### src/rtl/rfs_pkg.sv
// ----------------------------------------------------------------------------
// rfs_pkg
// Shared constants, types and float32 helper functions of the repulsion block.
// ----------------------------------------------------------------------------
package rfs_pkg;

  localparam int MaxObstacles    = 128;
  localparam int IdxW            = $clog2(MaxObstacles);
  localparam int CntW            = $clog2(MaxObstacles + 1);
  localparam int DivStages       = 9;
  localparam int DivBitsPerStage = 3;
  localparam int QuotW           = DivStages * DivBitsPerStage;

  localparam logic [31:0] CanonNan = 32'h7FC0_0000;

  typedef enum logic {
    OpLoad  = 1'b0,
    OpQuery = 1'b1
  } op_e;

  typedef enum logic [1:0] {
    RegInUse = 2'd0,
    RegNumer = 2'd1,
    RegEps   = 2'd2
  } reg_e;

  // what rides along with one obstacle through the divider
  typedef struct packed {
    logic [31:0] dx;
    logic        last;
  } tag_t;

  function automatic logic is_nan(logic [31:0] x);
    return (x[30:23] == 8'hFF) && (x[22:0] != 23'd0);
  endfunction

  function automatic logic is_inf(logic [31:0] x);
    return (x[30:23] == 8'hFF) && (x[22:0] == 23'd0);
  endfunction

  function automatic logic is_zero(logic [31:0] x);
    return x[30:0] == 31'd0;
  endfunction

  function automatic logic [23:0] sig_of(logic [31:0] x);
    return {x[30:23] != 8'd0, x[22:0]};
  endfunction

  function automatic logic signed [11:0] exp_of(logic [31:0] x);
    return $signed({4'b0, (x[30:23] == 8'd0) ? 8'd1 : x[30:23]});
  endfunction

  function automatic logic [4:0] lzc24(logic [23:0] x);
    logic [4:0] n;
    logic       found;
    n     = '0;
    found = 1'b0;
    for (int i = 23; i >= 0; i--) begin
      if (!found) begin
        if (x[i]) found = 1'b1;
        else      n = n + 5'd1;
      end
    end
    return n;
  endfunction

  // Normalise, round to nearest even and pack. Value is f / 2^49 * 2^(e-127);
  // st carries any nonzero bits below f.
  function automatic logic [31:0] fp_round(logic s, logic signed [11:0] e,
                                           logic [49:0] f, logic st);
    logic [5:0]         lz;
    logic               found;
    logic [49:0]        fn;
    logic signed [11:0] ee;
    logic [11:0]        shamt;
    logic [5:0]         sh;
    logic [99:0]        wide;
    logic [23:0]        m24;
    logic               g;
    logic               stk;
    logic               up;
    logic [24:0]        m25;
    logic [31:0]        r;
    lz    = '0;
    found = 1'b0;
    for (int i = 49; i >= 0; i--) begin
      if (!found) begin
        if (f[i]) found = 1'b1;
        else      lz = lz + 6'd1;
      end
    end
    fn  = f << lz;
    ee  = e - $signed({6'b0, lz});
    stk = st;
    if (ee < 12'sd1) begin
      // drop into the subnormal range
      shamt = 12'(12'sd1 - ee);
      sh    = (shamt > 12'd63) ? 6'd63 : shamt[5:0];
      wide  = {fn, 50'b0} >> sh;
      fn    = wide[99:50];
      stk   = stk | (|wide[49:0]);
      ee    = 12'sd1;
    end
    m24 = fn[49:26];
    g   = fn[25];
    stk = stk | (|fn[24:0]);
    up  = g & (stk | m24[0]);
    m25 = {1'b0, m24} + {24'b0, up};
    if (m25[24]) begin
      m24 = m25[24:1];
      ee  = ee + 12'sd1;
    end else begin
      m24 = m25[23:0];
    end
    if (f == 50'd0)           r = {s, 31'b0};
    else if (ee >= 12'sd255)  r = {s, 8'hFF, 23'b0};
    else if (!m24[23])        r = {s, 8'h00, m24[22:0]};
    else                      r = {s, ee[7:0], m24[22:0]};
    return r;
  endfunction

  function automatic logic [31:0] fp_mul(logic [31:0] a, logic [31:0] b);
    logic        s;
    logic [47:0] p;
    logic [31:0] r;
    s = a[31] ^ b[31];
    p = sig_of(a) * sig_of(b);
    if (is_nan(a) || is_nan(b))                                r = CanonNan;
    else if ((is_inf(a) && is_zero(b)) || (is_zero(a) && is_inf(b))) r = CanonNan;
    else if (is_inf(a) || is_inf(b))                           r = {s, 8'hFF, 23'b0};
    else if (is_zero(a) || is_zero(b))                         r = {s, 31'b0};
    else r = fp_round(s, exp_of(a) + exp_of(b) - 12'sd126, {p, 2'b0}, 1'b0);
    return r;
  endfunction

  function automatic logic [31:0] fp_add(logic [31:0] a, logic [31:0] b);
    logic [31:0]        hi;
    logic [31:0]        lo;
    logic signed [11:0] eh;
    logic [11:0]        d;
    logic [5:0]         sh;
    logic [99:0]        wide;
    logic [49:0]        av;
    logic [49:0]        bv;
    logic [49:0]        rv;
    logic [31:0]        r;
    if ((exp_of(a) < exp_of(b)) ||
        ((exp_of(a) == exp_of(b)) && (sig_of(a) < sig_of(b)))) begin
      hi = b;
      lo = a;
    end else begin
      hi = a;
      lo = b;
    end
    eh   = exp_of(hi);
    d    = 12'(eh - exp_of(lo));
    sh   = (d > 12'd63) ? 6'd63 : d[5:0];
    av   = {1'b0, sig_of(hi), 25'b0};
    wide = {1'b0, sig_of(lo), 25'b0, 50'b0} >> sh;
    bv   = wide[99:50] | {49'b0, |wide[49:0]};
    rv   = (a[31] ^ b[31]) ? (av - bv) : (av + bv);
    if (is_nan(a) || is_nan(b))                           r = CanonNan;
    else if (is_inf(a) && is_inf(b) && (a[31] != b[31]))  r = CanonNan;
    else if (is_inf(a))                                   r = a;
    else if (is_inf(b))                                   r = b;
    else if (is_zero(a) && is_zero(b))                    r = {a[31] & b[31], 31'b0};
    else if (is_zero(a))                                  r = b;
    else if (is_zero(b))                                  r = a;
    else if (rv == 50'd0)                                 r = 32'd0;
    else r = fp_round(hi[31], eh + 12'sd1, rv, 1'b0);
    return r;
  endfunction

endpackage

### src/rtl/rfs_div_pipe.sv
// ----------------------------------------------------------------------------
// rfs_div_pipe
// Pipelined float32 divider, three quotient bits per stage, one op per cycle.
// ----------------------------------------------------------------------------
module rfs_div_pipe (
  input  logic                clk_i,
  input  logic                rst_ni,
  input  logic                in_valid_i,
  input  logic [31:0]         num_i,
  input  logic [31:0]         den_i,
  input  rfs_pkg::tag_t       in_tag_i,
  output logic                out_valid_o,
  output logic [31:0]         quot_o,
  output rfs_pkg::tag_t       out_tag_o
);
  import rfs_pkg::*;

  typedef struct packed {
    tag_t               tag;
    logic               spec;
    logic [31:0]        spec_val;
    logic               sign;
    logic signed [11:0] e;
    logic [24:0]        rem;
    logic [QuotW-1:0]   quot;
    logic [23:0]        dvs;
  } div_t;

  logic [DivStages:0] v_q;
  div_t               st_q [DivStages+1];
  div_t               prep_d;
  div_t               step_d [DivStages];
  logic               ov_q;
  logic [31:0]        quot_q;
  tag_t               otag_q;

  // classify specials and normalise both significands
  always_comb begin
    logic [4:0]  lza;
    logic [4:0]  lzb;
    logic        s;
    lza = lzc24(sig_of(num_i));
    lzb = lzc24(sig_of(den_i));
    s   = num_i[31] ^ den_i[31];
    prep_d.tag      = in_tag_i;
    prep_d.sign     = s;
    prep_d.e        = exp_of(num_i) - $signed({7'b0, lza})
                      - exp_of(den_i) + $signed({7'b0, lzb}) + 12'sd127;
    prep_d.rem      = {1'b0, sig_of(num_i) << lza};
    prep_d.dvs      = sig_of(den_i) << lzb;
    prep_d.quot     = '0;
    prep_d.spec     = 1'b1;
    prep_d.spec_val = CanonNan;
    if (is_nan(num_i) || is_nan(den_i)) begin
      prep_d.spec_val = CanonNan;
    end else if (is_zero(den_i)) begin
      prep_d.spec_val = is_zero(num_i) ? CanonNan : {num_i[31], 8'hFF, 23'b0};
    end else if (is_inf(num_i) && is_inf(den_i)) begin
      prep_d.spec_val = CanonNan;
    end else if (is_inf(num_i)) begin
      prep_d.spec_val = {s, 8'hFF, 23'b0};
    end else if (is_inf(den_i) || is_zero(num_i)) begin
      prep_d.spec_val = {s, 31'b0};
    end else begin
      prep_d.spec = 1'b0;
    end
  end

  // restoring steps
  always_comb begin
    for (int i = 0; i < DivStages; i++) begin
      step_d[i] = st_q[i];
      for (int j = 0; j < DivBitsPerStage; j++) begin
        if (step_d[i].rem >= {1'b0, step_d[i].dvs}) begin
          step_d[i].quot = {step_d[i].quot[QuotW-2:0], 1'b1};
          step_d[i].rem  = (step_d[i].rem - {1'b0, step_d[i].dvs}) << 1;
        end else begin
          step_d[i].quot = {step_d[i].quot[QuotW-2:0], 1'b0};
          step_d[i].rem  = step_d[i].rem << 1;
        end
      end
    end
  end

  always_ff @(posedge clk_i or negedge rst_ni) begin
    if (!rst_ni) begin
      v_q  <= '0;
      ov_q <= 1'b0;
    end else begin
      v_q  <= {v_q[DivStages-1:0], in_valid_i};
      ov_q <= v_q[DivStages];
    end
  end

  always_ff @(posedge clk_i) begin
    st_q[0] <= prep_d;
    for (int i = 0; i < DivStages; i++) begin
      st_q[i+1] <= step_d[i];
    end
    otag_q <= st_q[DivStages].tag;
    quot_q <= st_q[DivStages].spec ? st_q[DivStages].spec_val
            : fp_round(st_q[DivStages].sign, st_q[DivStages].e,
                       {st_q[DivStages].quot, 23'b0}, st_q[DivStages].rem != 25'd0);
  end

  assign out_valid_o = ov_q;
  assign quot_o      = quot_q;
  assign out_tag_o   = otag_q;

endmodule
### config.mk
export PLATFORM = sky130hd
export DESIGN_NAME = rfs_div_pipe
export DESIGN_NICKNAME = d
export VERILOG_FILES = /design/src/rtl/rfs_pkg.sv /design/src/rtl/rfs_div_pipe.sv
export SDC_FILE = /design/constraint.sdc
export NUM_CORES = 2
export LEC_CHECK = 0
export ABC_AREA = 1
export ABC_CLOCK_PERIOD_IN_PS = 49800
export BUFFER_PORTS_ARGS = -buffer_cell sky130_fd_sc_hd__buf_2
export CAP_MARGIN = 20
export CORE_MARGIN = 2
export CORE_UTILIZATION = 35
export DETAILED_ROUTE_END_ITERATION = 10
export HOLD_SLACK_MARGIN = 0.05
export PLACE_DENSITY_LB_ADDON = 0.12
export SYNTH_ARGS = -nofsm -noshare
export SYNTH_HDL_FRONTEND = slang
export SYNTH_SLANG_ARGS = --single-unit
export TNS_END_PERCENT = 20
### constraint.sdc
create_clock -name clk_i -period 49.8 [get_ports clk_i]
set_input_delay 9.96 -clock clk_i [delete_from_list [all_inputs] [get_ports clk_i]]
set_output_delay 9.96 -clock clk_i [all_outputs]
set_load 0.03 [all_outputs]
# After elaboration in Yosys (flattened, before gate mapping)
# Memory sizes are Yosys's and may differ from the RTL's.
# Index checks and enable logic that the tools add are counted.
# W data, S select, Z words.
[op_classes]
add_sub_neg = 130
n_lt_le_gt_ge = 30
n_eq_ne = 2
shift = 4
mux = 363
bitwise = 5
n_reduce_logical = 21
[ops]
columns = ["operator", "n"]
rows = [
  ["$mux W52", 27],
  ["$ge A25 B24 Y1", 27],
  ["$sub A24 B24 Y24", 27],
  ["$mux W5", 92],
  ["$mux W6", 76],
  ["$add A6 B1 Y6 const B", 49],
  ["$add A5 B1 Y5 const B", 46],
  ["$mux W32", 7],
  ["$mux W1", 152],
  ["$shr A100 B6 Y100", 1],
  ["$mux W31", 3],
  ["$logic_not A31 Y1", 2],
  ["$mux W50", 1],
  ["$reduce_or A50 Y1", 1],
  ["$shl A50 B6 Y50", 1],
  ["$shl A24 B5 Y24", 2],
  ["$logic_not A23 Y1", 2],
  ["$reduce_bool A23 Y1", 2],
  ["$logic_not A27 Y1", 1],
  ["$add A24 B1 Y25", 1],
  ["$reduce_bool A25 Y1", 1],
  ["$reduce_or A25 Y1", 1],
  ["$mux W12", 2],
  ["$mux W24", 1],
  ["19 further kinds", 30],
]
[word_totals]
reg_bits = 76
ram_bits = 1550
input_bits = 100
output_inout_bits = 66
word_cells = 561
memories = 1
[mem_list]
columns = ["memory", "words", "width", "read_ports", "rd_clocked_by_memory_dff", "write_ports", "line_no", "text"]
rows = [
  ["st_q", 10, 155, 10, 0, 10, "rfs_div_pipe.sv:30", "div_t st_q [DivStages+1];"],
]

# Depth between registers and ports, before layout
# An unclocked memory read counts as a cell.
[logic_depth]
depth_word = 143
ltp_mapped = 206
mapped_depth_nobuf = 203

# Worst setup path before layout
# Ideal clock, no wire load.
[synth_timing]
kind = "register -> register"
start = "memory st_q[9][49] (netlist bit)"
end = "register quot_q[15] (netlist: quot_o[15])"
setup_ns = 0.119
arrival_ns = 27.516
required_ns = 49.681
setup_slack_ns = 22.166
path_stages_with_launch = 196
n_path_buf = 5
period_less_slack_ns = 27.634
path_cell_list = "dfxtp_1 -> inv_1 -> a21oi_1 -> ha_1 -> inv_1 -> a21oi_1 -> ha_1 -> o21ai_1 -> inv_1 -> ha_1 -> nand3_1 -> o21ai_1 -> ha_1 -> inv_1 -> o21ai_1 -> ha_1 -> nand2_1 -> nand2_1 -> [... 160 more ...] -> nand2_1 -> nand2_1 -> nand2_1 -> inv_1 -> ha_1 -> nand3_2 -> nor2_2 -> nand2_2 -> buf_6 -> nand2_1 -> nand2_1 -> nor2_1 -> nand2_1 -> o21ai_2 -> nand2_4 -> nand2_4 -> buf_8 -> nor2_2"
[synth_lines]
columns = ["element", "line_no", "text"]
rows = [
  ["from (decl)", "rfs_div_pipe.sv:30", ""],
  ["to (signal assigned)", "rfs_div_pipe.sv:101", "quot_q <= st_q[DivStages].spec ? st_q[DivStages].spec_val"],
  ["to (decl)", "rfs_div_pipe.sv:34", "logic [31:0] quot_q;"],
]

==> flow_metrics.py <==
metrics = {
    "route": {
        "highest_layer": "met5",
        "met3_wirelength_mm": 7.071,
        "wl_met1_mm": 99.31,
        "drt_drc_violations_left": 0,
        "met2WireLength_mm": 91.08,
        "drt_pre_antenna_iters": 5,
        "final_antenna_net_count": 0,
        "drt_first_iter_violations": 4071,
        "route.detailed.vias_per_inst": 4.896,
        "avgRoutedWirePerCell_microns": 15.30,
        "wirelength_mm": 203.3,
        "vias": 65080,
    },
    "global_route": {
        "grt_start_max_net_pins": 57,
        "total_routing_usage_gr_pct": 18.35,
        "number_of_antenna_violations_at_the_first_check_in_global_routing": 7,
        "grt_first_pass_wirelength_mm": 323.8,
        "first_global_vias": 61820,
        "global_route.overflow_total": 0,
    },
    "timing": {
        "layout_worst_path_cycle_share_pct": 66.47,
        "setup_viol": 0,
        "final.min_clock_period_ps": 33100,
        "finalMaxSlewViolations": 0,
        "max-slew-margin-rel_pct": 16.13,
        "rsz0062_at_grt": "false",
        "max_clock_freq_mhz": 30.21,
        "fin_worst_skew_ps": 43.38,
        "finalSetupTns_ps": 0,
        "hold_violations": 0,
        "worst_slew_pin_slew_ps": 1241,
    },
    "place": {
        "dpl.hpwl_mm": 166.2,
        "post-place-cells": 13040,
        "dpl_cell_area_sq_um": 77850,
        "buffer_ports.inserted": 165,
        "place_congestion": 0.8772,
    },
    "logic_synthesis": {
        "synth_area_sq_um": 74210,
        "synth_seq_cells": 1167,
        "synth.yosys.seq_area_share_pct": 31.55,
        "synthCells": 10250,
        "area_contributors_post_synth": "sky130_fd_sc_hd__dfxtp_1, sky130_fd_sc_hd__ha_1, sky130_fd_sc_hd__nand2_1",
        "synth_enable_flop_cells": 0,
        "synthDistinctLibCells": 76,
        "synth.net_count": 11110,
        "ys.flop_type": "sky130_fd_sc_hd__dfxtp_1",
        "synth_warnings": 0,
        "per_instance_average_area_after_synthesis_sq_um": 7.244,
        "async_reset_ff_share_pct": 0.9426,
        "synth_top_cell_area_share_pct": 31.18,
        "yosysTopAreaCell": "sky130_fd_sc_hd__dfxtp_1",
    },
    "clock_tree": {
        "cts-buffers-inserted": 135,
        "cts_post_setup_buffers_inserted": 0,
        "cts.path.max_buffers": 3,
        "cts_resized": 0,
        "tritoncts": "yes",
        "clkSlewWorstSetupHoldPaths_ps": 80,
        "ctsRootBufferMaster": "sky130_fd_sc_hd__clkbuf_16",
        "worst_skew_pair_latency_ps": 810,
        "cts_num_sinks": 1167,
        "cts-htree-levels": 4,
        "post_cts_hold_buffer_count": 0,
    },
    "finish": {
        "finalNonFillerCells": 13290,
        "finalNetCount": 11220,
        "syn2layout_area_growth_pct": 11.50,
        "num-fill-cells": 22200,
        "finish.instance_area_sq_um": 82750,
        "post_route_cells_drive_above_1_share_pct": 6.182,
    },
    "worst_setup_path": {
        "critical_path.startpoint_type": "flop",
        "critical-path-slowest-cell": "sky130_fd_sc_hd__clkinv_1",
        "critPathMostFrequentCell": "sky130_fd_sc_hd__nand2_1",
        "crit_required_ps": 50470,
        "criticalPathCategory": "flop to flop",
        "critical_path_arrival_ps": 33770,
        "critPathMaxStageDelay_ps": 800,
        "timing.critical_path.fanout_max": 40,
        "worstSetupEndpointType": "flop",
    },
    "die": {
        "die_y_microns": 464.5,
        "floorplan.core_area_sq_um": 211500,
        "die-area_sq_um": 215700,
        "fp-row-count": 169,
        "floorplan.die.width_microns": 464.5,
        "pin_count": 166,
        "floorplan.initialDensity_pct": 35.10,
    },
    "outcome": {
        "outcome": "complete, no violations",
    },
    "worst_hold_path": {
        "worstHoldPathType": "flop to flop",
    },
    "job": {
        "maxCapViolCount": 0,
    },
}
per-stage QoR:
step	util, %	worst slack [ps]	hold WS (ps)
6_report	39.13	16700	300.0
4_1_cts	39.11	16690	294.8
5_1_grt	39.13	13040	306.3
3_3_place_gp	36.82	16980	309.6
3_5_place_dp	36.82	16830	312.1
2_1_floorplan	-	22170	309.6
layer usage:
layer	vias to the layer above	global-route usage [%]
met3	261	2.572
met4	2	5.810
li1	34200	-
met2	983	30.15
met1	29630	24.68
met5	-	0
placed cells by master, fill, tap and decap left out, types with 374 or more instances in the layout:
cell type / count
sky130_fd_sc_hd__nand3_1: 630
sky130_fd_sc_hd__a21oi_1: 821
sky130_fd_sc_hd__nand2_1: 2278
sky130_fd_sc_hd__xnor2_1: 395
sky130_fd_sc_hd__dfxtp_1: 1156
sky130_fd_sc_hd__xor2_1: 374
sky130_fd_sc_hd__inv_1: 1107
sky130_fd_sc_hd__o21ai_0: 811
sky130_fd_sc_hd__nor2_1: 763
sky130_fd_sc_hd__ha_1: 747
worst max-delay path, delay by kind of cell, from the launching register on:
family	cells	cell delay [ps]
DFF	1	370
adders and majority gates	48	13480
and+or+nand+nor	101	12680
AOI/OAI and AO/OA	19	3110
buffers and inverters	32	3150
worst paths after layout:
path                       cells past startpoint          end  slack (ps)   startpoint
max                                          200   quot_o[20]       16700  st_q[9][49]
min                                            0  st_q[9][36]         300  st_q[8][33]
max reg2reg                                  200   quot_o[20]       16700  st_q[9][49]
min reg2reg                                    0  st_q[9][36]         300  st_q[8][33]
max in group asynchronous                      1       v_q[2]       40560       rst_ni
min in group asynchronous                      1       v_q[9]        9030       rst_ni
state kept, by name (all words and copies together), names as in the netlist:
| register | flops |
|---|---|
| out_valid_o | 1 |
| out_tag_o | 33 |
| st_q | 1091 |
| v_q | 10 |
| quot_o | 32 |
cell families (layout without fill, tap and decap cells):
family | count (synthesis) | count (layout) | synth area share (%)
and+or+nand+nor | 4155 | 4155 | 24.08
AOI/OAI and AO/OA | 1972 | 1972 | 14.58
buffers and inverters | 1402 | 1623 | 7.406
DFF | 1167 | 1167 | 31.55
xor gates and xnor gates | 771 | 771 | 9.119
adders and majority gates | 765 | 765 | 13.08
muxes | 13 | 13 | 0.1804
other | 0 | 4 | 0
cell type report:
class	instances	area [sq um]	area share, %
well taps	2821	3530	4.265
multi-input cells	7676	45340	54.79
clock inverters	65	988.4	1.195
flip-flops and latches	1167	23420	28.30
repair buffers	214	1219	1.473
inverters	1164	4389	5.304
clock buffers	180	3860	4.665
diodes	4	10.01	0.01210
synth_stat cells, types with 74 or more instances:
| cell | instances |
|---|---|
| sky130_fd_sc_hd__xnor2_1 | 395 |
| sky130_fd_sc_hd__clkbuf_1 | 168 |
| sky130_fd_sc_hd__inv_1 | 1107 |
| sky130_fd_sc_hd__nand2_1 | 2278 |
| sky130_fd_sc_hd__ha_1 | 747 |
| sky130_fd_sc_hd__nand4_1 | 118 |
| sky130_fd_sc_hd__a21oi_1 | 821 |
| sky130_fd_sc_hd__o21ai_0 | 811 |
| sky130_fd_sc_hd__dfxtp_1 | 1156 |
| sky130_fd_sc_hd__nor4_1 | 74 |
| sky130_fd_sc_hd__nor2_1 | 768 |
| sky130_fd_sc_hd__xor2_1 | 374 |
| sky130_fd_sc_hd__nand3_1 | 630 |
| sky130_fd_sc_hd__nor3_1 | 78 |
Power is left out: the tool's default activity adds up to more than one toggle a clock period on the data nets, which glitch-free logic cannot reach.
